===== config.mk =====
export PLATFORM = sky130hd
export DESIGN_NAME = eplc_cfg
export DESIGN_NICKNAME = d
export VERILOG_FILES = /design/src/rtl/eplc_pkg.sv /design/src/rtl/eplc_cfg.sv
export SDC_FILE = /design/constraint.sdc
export NUM_CORES = 1
export LEC_CHECK = 0
export BUFFER_PORTS_ARGS = -buffer_cell sky130_fd_sc_hd__buf_2
export CAP_MARGIN = 10
export CORE_MARGIN = 1
export CORE_UTILIZATION = 30
export CTS_CLUSTER_DIAMETER = 120
export CTS_CLUSTER_SIZE = 24
export DETAILED_ROUTE_END_ITERATION = 10
export MAX_ROUTING_LAYER = met4
export PLACE_DENSITY = 0.57
export SKIP_CTS_REPAIR_TIMING = 1
export SKIP_LAST_GASP = 1
export SLEW_MARGIN = 20
export SYNTH_ARGS = -nofsm -noshare
export SYNTH_HDL_FRONTEND = slang
export SYNTH_SLANG_ARGS = --single-unit

===== constraint.sdc =====
create_clock -name clk -period 1 [get_ports clk]
set_clock_uncertainty 0.05 [all_clocks]
set_input_delay 0 -clock clk [delete_from_list [all_inputs] [get_ports clk]]
set_output_delay 0 -clock clk [all_outputs]
set_load 0.005 [all_outputs]

===== src/rtl/eplc_pkg.sv =====
// shared widths, codes, reset values and beat types of the encoder position block
// no dependencies
package eplc_pkg;

	localparam int COUNT_WIDTH_DEF = 32;

	localparam int OP_W       = 3;
	localparam int TIME_W     = 32;
	localparam int DEB_W      = 32;
	localparam int ZONE_W     = 16;
	localparam int SCALE_W    = 24;
	localparam int POS_W      = 32;
	localparam int LEN_W      = 31;
	localparam int SPEED_W    = 48;
	localparam int EV_W       = 2;
	localparam int CFG_IDX_W  = 2;
	localparam int CFG_DATA_W = 32;

	// operation codes
	localparam logic [OP_W-1:0] OP_EDGE  = 3'd0;
	localparam logic [OP_W-1:0] OP_SW_A  = 3'd1;
	localparam logic [OP_W-1:0] OP_SW_B  = 3'd2;
	localparam logic [OP_W-1:0] OP_TICK  = 3'd3;
	localparam logic [OP_W-1:0] OP_CALIB = 3'd4;

	// register indexes
	localparam logic [CFG_IDX_W-1:0] CFG_DEBOUNCE    = 2'd0;
	localparam logic [CFG_IDX_W-1:0] CFG_SLOW_ZONE   = 2'd1;
	localparam logic [CFG_IDX_W-1:0] CFG_SPEED_SCALE = 2'd2;

	localparam logic [DEB_W-1:0]   DEBOUNCE_RST    = 32'd200000;
	localparam logic [ZONE_W-1:0]  SLOW_ZONE_RST   = 16'd200;
	localparam logic [SCALE_W-1:0] SPEED_SCALE_RST = 24'd82783;

	// calibration events
	localparam logic [EV_W-1:0] EV_NONE      = 2'd0;
	localparam logic [EV_W-1:0] EV_FIRST_END = 2'd1;
	localparam logic [EV_W-1:0] EV_LENGTH    = 2'd2;

	localparam logic [LEN_W-1:0] LEN_MAX = 31'h7FFF_FFFF;

	typedef struct packed {
		logic [OP_W-1:0]   operation;
		logic              level_a;
		logic              level_b;
		logic [TIME_W-1:0] time_us;
	} item_t;

	typedef struct packed {
		logic                      calibrating;
		logic signed [POS_W-1:0]   position;
		logic [LEN_W-1:0]          rope_length;
		logic signed [POS_W-1:0]   period_pulses;
		logic signed [SPEED_W-1:0] speed_um_s;
		logic                      speed_valid;
		logic                      slow_cw;
		logic                      slow_ccw;
		logic                      stop_a;
		logic                      stop_b;
		logic                      halt_pulse;
		logic [EV_W-1:0]           calib_event;
	} result_t;

	typedef struct packed {
		logic [DEB_W-1:0]   debounce_us;
		logic [ZONE_W-1:0]  slow_zone_pulses;
		logic [SCALE_W-1:0] speed_scale_q8;
	} cfg_t;

endpackage


===== src/rtl/eplc_cfg.sv =====
// configuration register file: debounce time, slow-zone distance, speed scale
// depends on eplc_pkg
module eplc_cfg import eplc_pkg::*; (
	input  logic                  clk,
	input  logic                  arst_n,
	input  logic                  cfg_we,
	input  logic [CFG_IDX_W-1:0]  cfg_index,
	input  logic [CFG_DATA_W-1:0] cfg_data,
	output cfg_t                  cfg
);

	cfg_t cfg_q;

	always_ff @(posedge clk or negedge arst_n) begin
		if (!arst_n) begin
			cfg_q.debounce_us      <= DEBOUNCE_RST;
			cfg_q.slow_zone_pulses <= SLOW_ZONE_RST;
			cfg_q.speed_scale_q8   <= SPEED_SCALE_RST;
		end else if (cfg_we) begin
			case (cfg_index)
				CFG_DEBOUNCE:    cfg_q.debounce_us      <= cfg_data[DEB_W-1:0];
				CFG_SLOW_ZONE:   cfg_q.slow_zone_pulses <= cfg_data[ZONE_W-1:0];
				CFG_SPEED_SCALE: cfg_q.speed_scale_q8   <= cfg_data[SCALE_W-1:0];
				default: ;
			endcase
		end
	end

	assign cfg = cfg_q;

endmodule


==> results by group <==
Detailed routing
  – Post-DRT Antenna Nets: 0
  – Vias: 1837
  – Vias per cell: 4.39
  – Drt pass-1 iters: 7
  – Drt drc: 20
  – Detailed Route WL: about 5.6 mm
  – Detailed-route wire length per cell: 13.3 um
  – First DRT Iteration DRCs: between 50 and 60

STA
  – Max Slew Vio Count: 0
  – Final hold viol count: 0
  – Worst slew pin tran: roughly 0.40 ns
  – Hold Slack: between 0.1 and 0.15 ns
  – Setup tns final: -0.347 ns
  – RSZ-0062 raised after global routing: yes
  – Endpoints failing setup: 19
  – Final period util: 104%
  – Final worst slack: -0.0365 ns
  – Slew HR: roughly 73%
  – Max Fclk: around 960 MHz
  – Final worst path period need: ~1.0 ns

Logic synthesis
  – Post-synth ARST share: 100%
  – Top cell type by total area after synthesis: dfrtp_1
  – Mapped Avg Cell Area: around 18 um2
  – EDFF count, synth: 0
  – Synth top cells by count: 70 x mux2_2, 53 x dfrtp_1, 19 x dfstp_2, 5 x buf_6
  – Synth unique cells: 8
  – Synth area leaders: dfrtp_1 48%, mux2_2 29%, dfstp_2 18%
  – Yosys warnings: 0
  – Top_reg_cell synth: dfrtp_1
  – Post-synth net total: 190
  – Post-synthesis sequential area ratio: 66.4%
  – Most frequent cell after synthesis: mux2_2
  – Cells after Synth: 153
  – #FFs+latches synth: between 70 and 80
  – Area fraction of the dominant cell type after synthesis: roughly half
  – Synth Cell Area: about 2700 um2

Floorplan
  – Row Count: 34
  – Die width: 97.7 um
  – Die height: 97.7 um
  – Floorplan Core Area: 8810 um2
  – Initial core utilization: 31.2%
  – Die area: 9550 um2
  – # IOs: ~110

Finish
  – Final Cell Area: 4030 um2
  – Fin nets: 343
  – Reg area: roughly 1800 um2
  – Fin util: 45.8%
  – P&R area growth vs syn: 46.7%
  – Multi-input gate area: around 850 um2
  – Fill count: 828
  – Share of cells above drive strength 1: 71.6%
  – Ant diodes: 0
  – Max reg flops: 72

CTS
  – Clock transition at path regs: approximately 0.090 ns
  – Clock Latency Late Sink: about 0.33 ns
  – CTS H-tree lvls: 3
  – Sink Count: 72
  – Root Driver: clkbuf_8
  – CTS tree: built
  – Max Root-Sink Buffers: 2
  – Num CTS Buffers: 9

Critical path
  – Critical Path Source Type: flop
  – Critical-path top delay cell: dfstp_2
  – Critical-path maximum fanout: 2
  – Buf/Inv on CP: 1
  – Crit-path leading delay family: flip-flops
  – Worst reg2reg path startpoint: cfg[11]
  – CP cell instances: buf_2
  – CP required: 0.95 ns
  – Kind of end point of the critical path: output port
  – Worst R2R Setup Slack: 0.17 ns
  – Arrival time worst endpoint: 0.99 ns
  – Reg-to-Reg End: cfg[11]
  – CP peak stage delay: 0.54 ns
  – CP Class: reg2out
  – Worst R2R Path Depth: 1

Global routing
  – Antenna violations before repair: 0
  – Aggregate global routing overflow: 0
  – Gr usage total: 12.2%
  – First-pass GRT wire length: 8.74 mm
  – Largest net degree at the start of global routing: 73
  – Vias in the first global route: around 1800

Pwr
  – PwrDens: 1900 nW/um2
  – Leak: 0.00187 uW
  – Worst vdd rail ir drop: 0.781 mV

Placement
  – Routability cong.: 0.651
  – HPWL after DPL: 3.64 mm
  – Area post-placement: 3470 um2
  – Port buffer count: around 110

Outcome
  – Failing checks: DRC, setup timing
  – Status: finished with violations

Min path
  – Worst Hold Class: in2async

Flow run
  – Max Cap Viol: 0
==> stage by stage <==
stage	setup slack (ns)	total power, uW	std cells
3_3_place_gp	-0.125	5290	370
4_1_cts	-0.0640	7650	385
3_5_place_dp	-0.151	5330	370
2_1_floorplan	0.0255	4500	153
6_report	-0.0365	7670	418
5_1_grt	-0.0914	8120	418
==> final cells by class <==
type | count | area share [%]
Tap cell | 108 | 3.35
Timing Repair Buffer | 148 | 25.4
Sequential cell | 72 | 45.3
Clock buffer | 9 | 3.07
Multi-Input combinational cell | 75 | 21.1
Clock inverter | 6 | 1.74
==> cell families after synthesis <==
family                 synth area share (%)
DFF                                    66.4
muxes                                  29.5
and+or+nand+nor                        1.50
buffers and inverters                  2.55
==> layout by cell type, fill, tap and decap left out, drive strengths merged <==
cell	netlist	routed
mux2	72	72
inv	0	1
clkinv	0	1
buf	5	115
clkinvlp	0	3
dlygate4sd3	0	33
nand3b	2	2
clkbuf	1	9
dfrtp	53	53
bufinv	0	1
dfstp	19	19
nor3b	1	1
==> where the power goes <==
group,switching (uW),internal (uW)
Combinational,560,1010
Clock,1110,1150
Sequential,272,3570
Total,1940,5720
==> worst max path at each step <==
stage,to,slack (ns),cells past startpoint,start
after floorplan,cfg[40],0.03,3,cfg_index[1]
after global placement,cfg[47],-0.12,4,cfg_index[1]
after detailed placement,cfg[44],-0.15,4,cfg_index[1]
after CTS,cfg[46],-0.06,1,cfg[46]
after global routing,cfg[4],-0.09,1,cfg[4]
final,cfg[9],-0.04,1,cfg[9]
==> routing by layer <==
layer,wire [um],GRT usage [%]
met1,2380,14.3
met2,2770,19.2
met3,322,3.96
met4,111,5.59
met5,0,-
(Power assumes the default switching activity.)
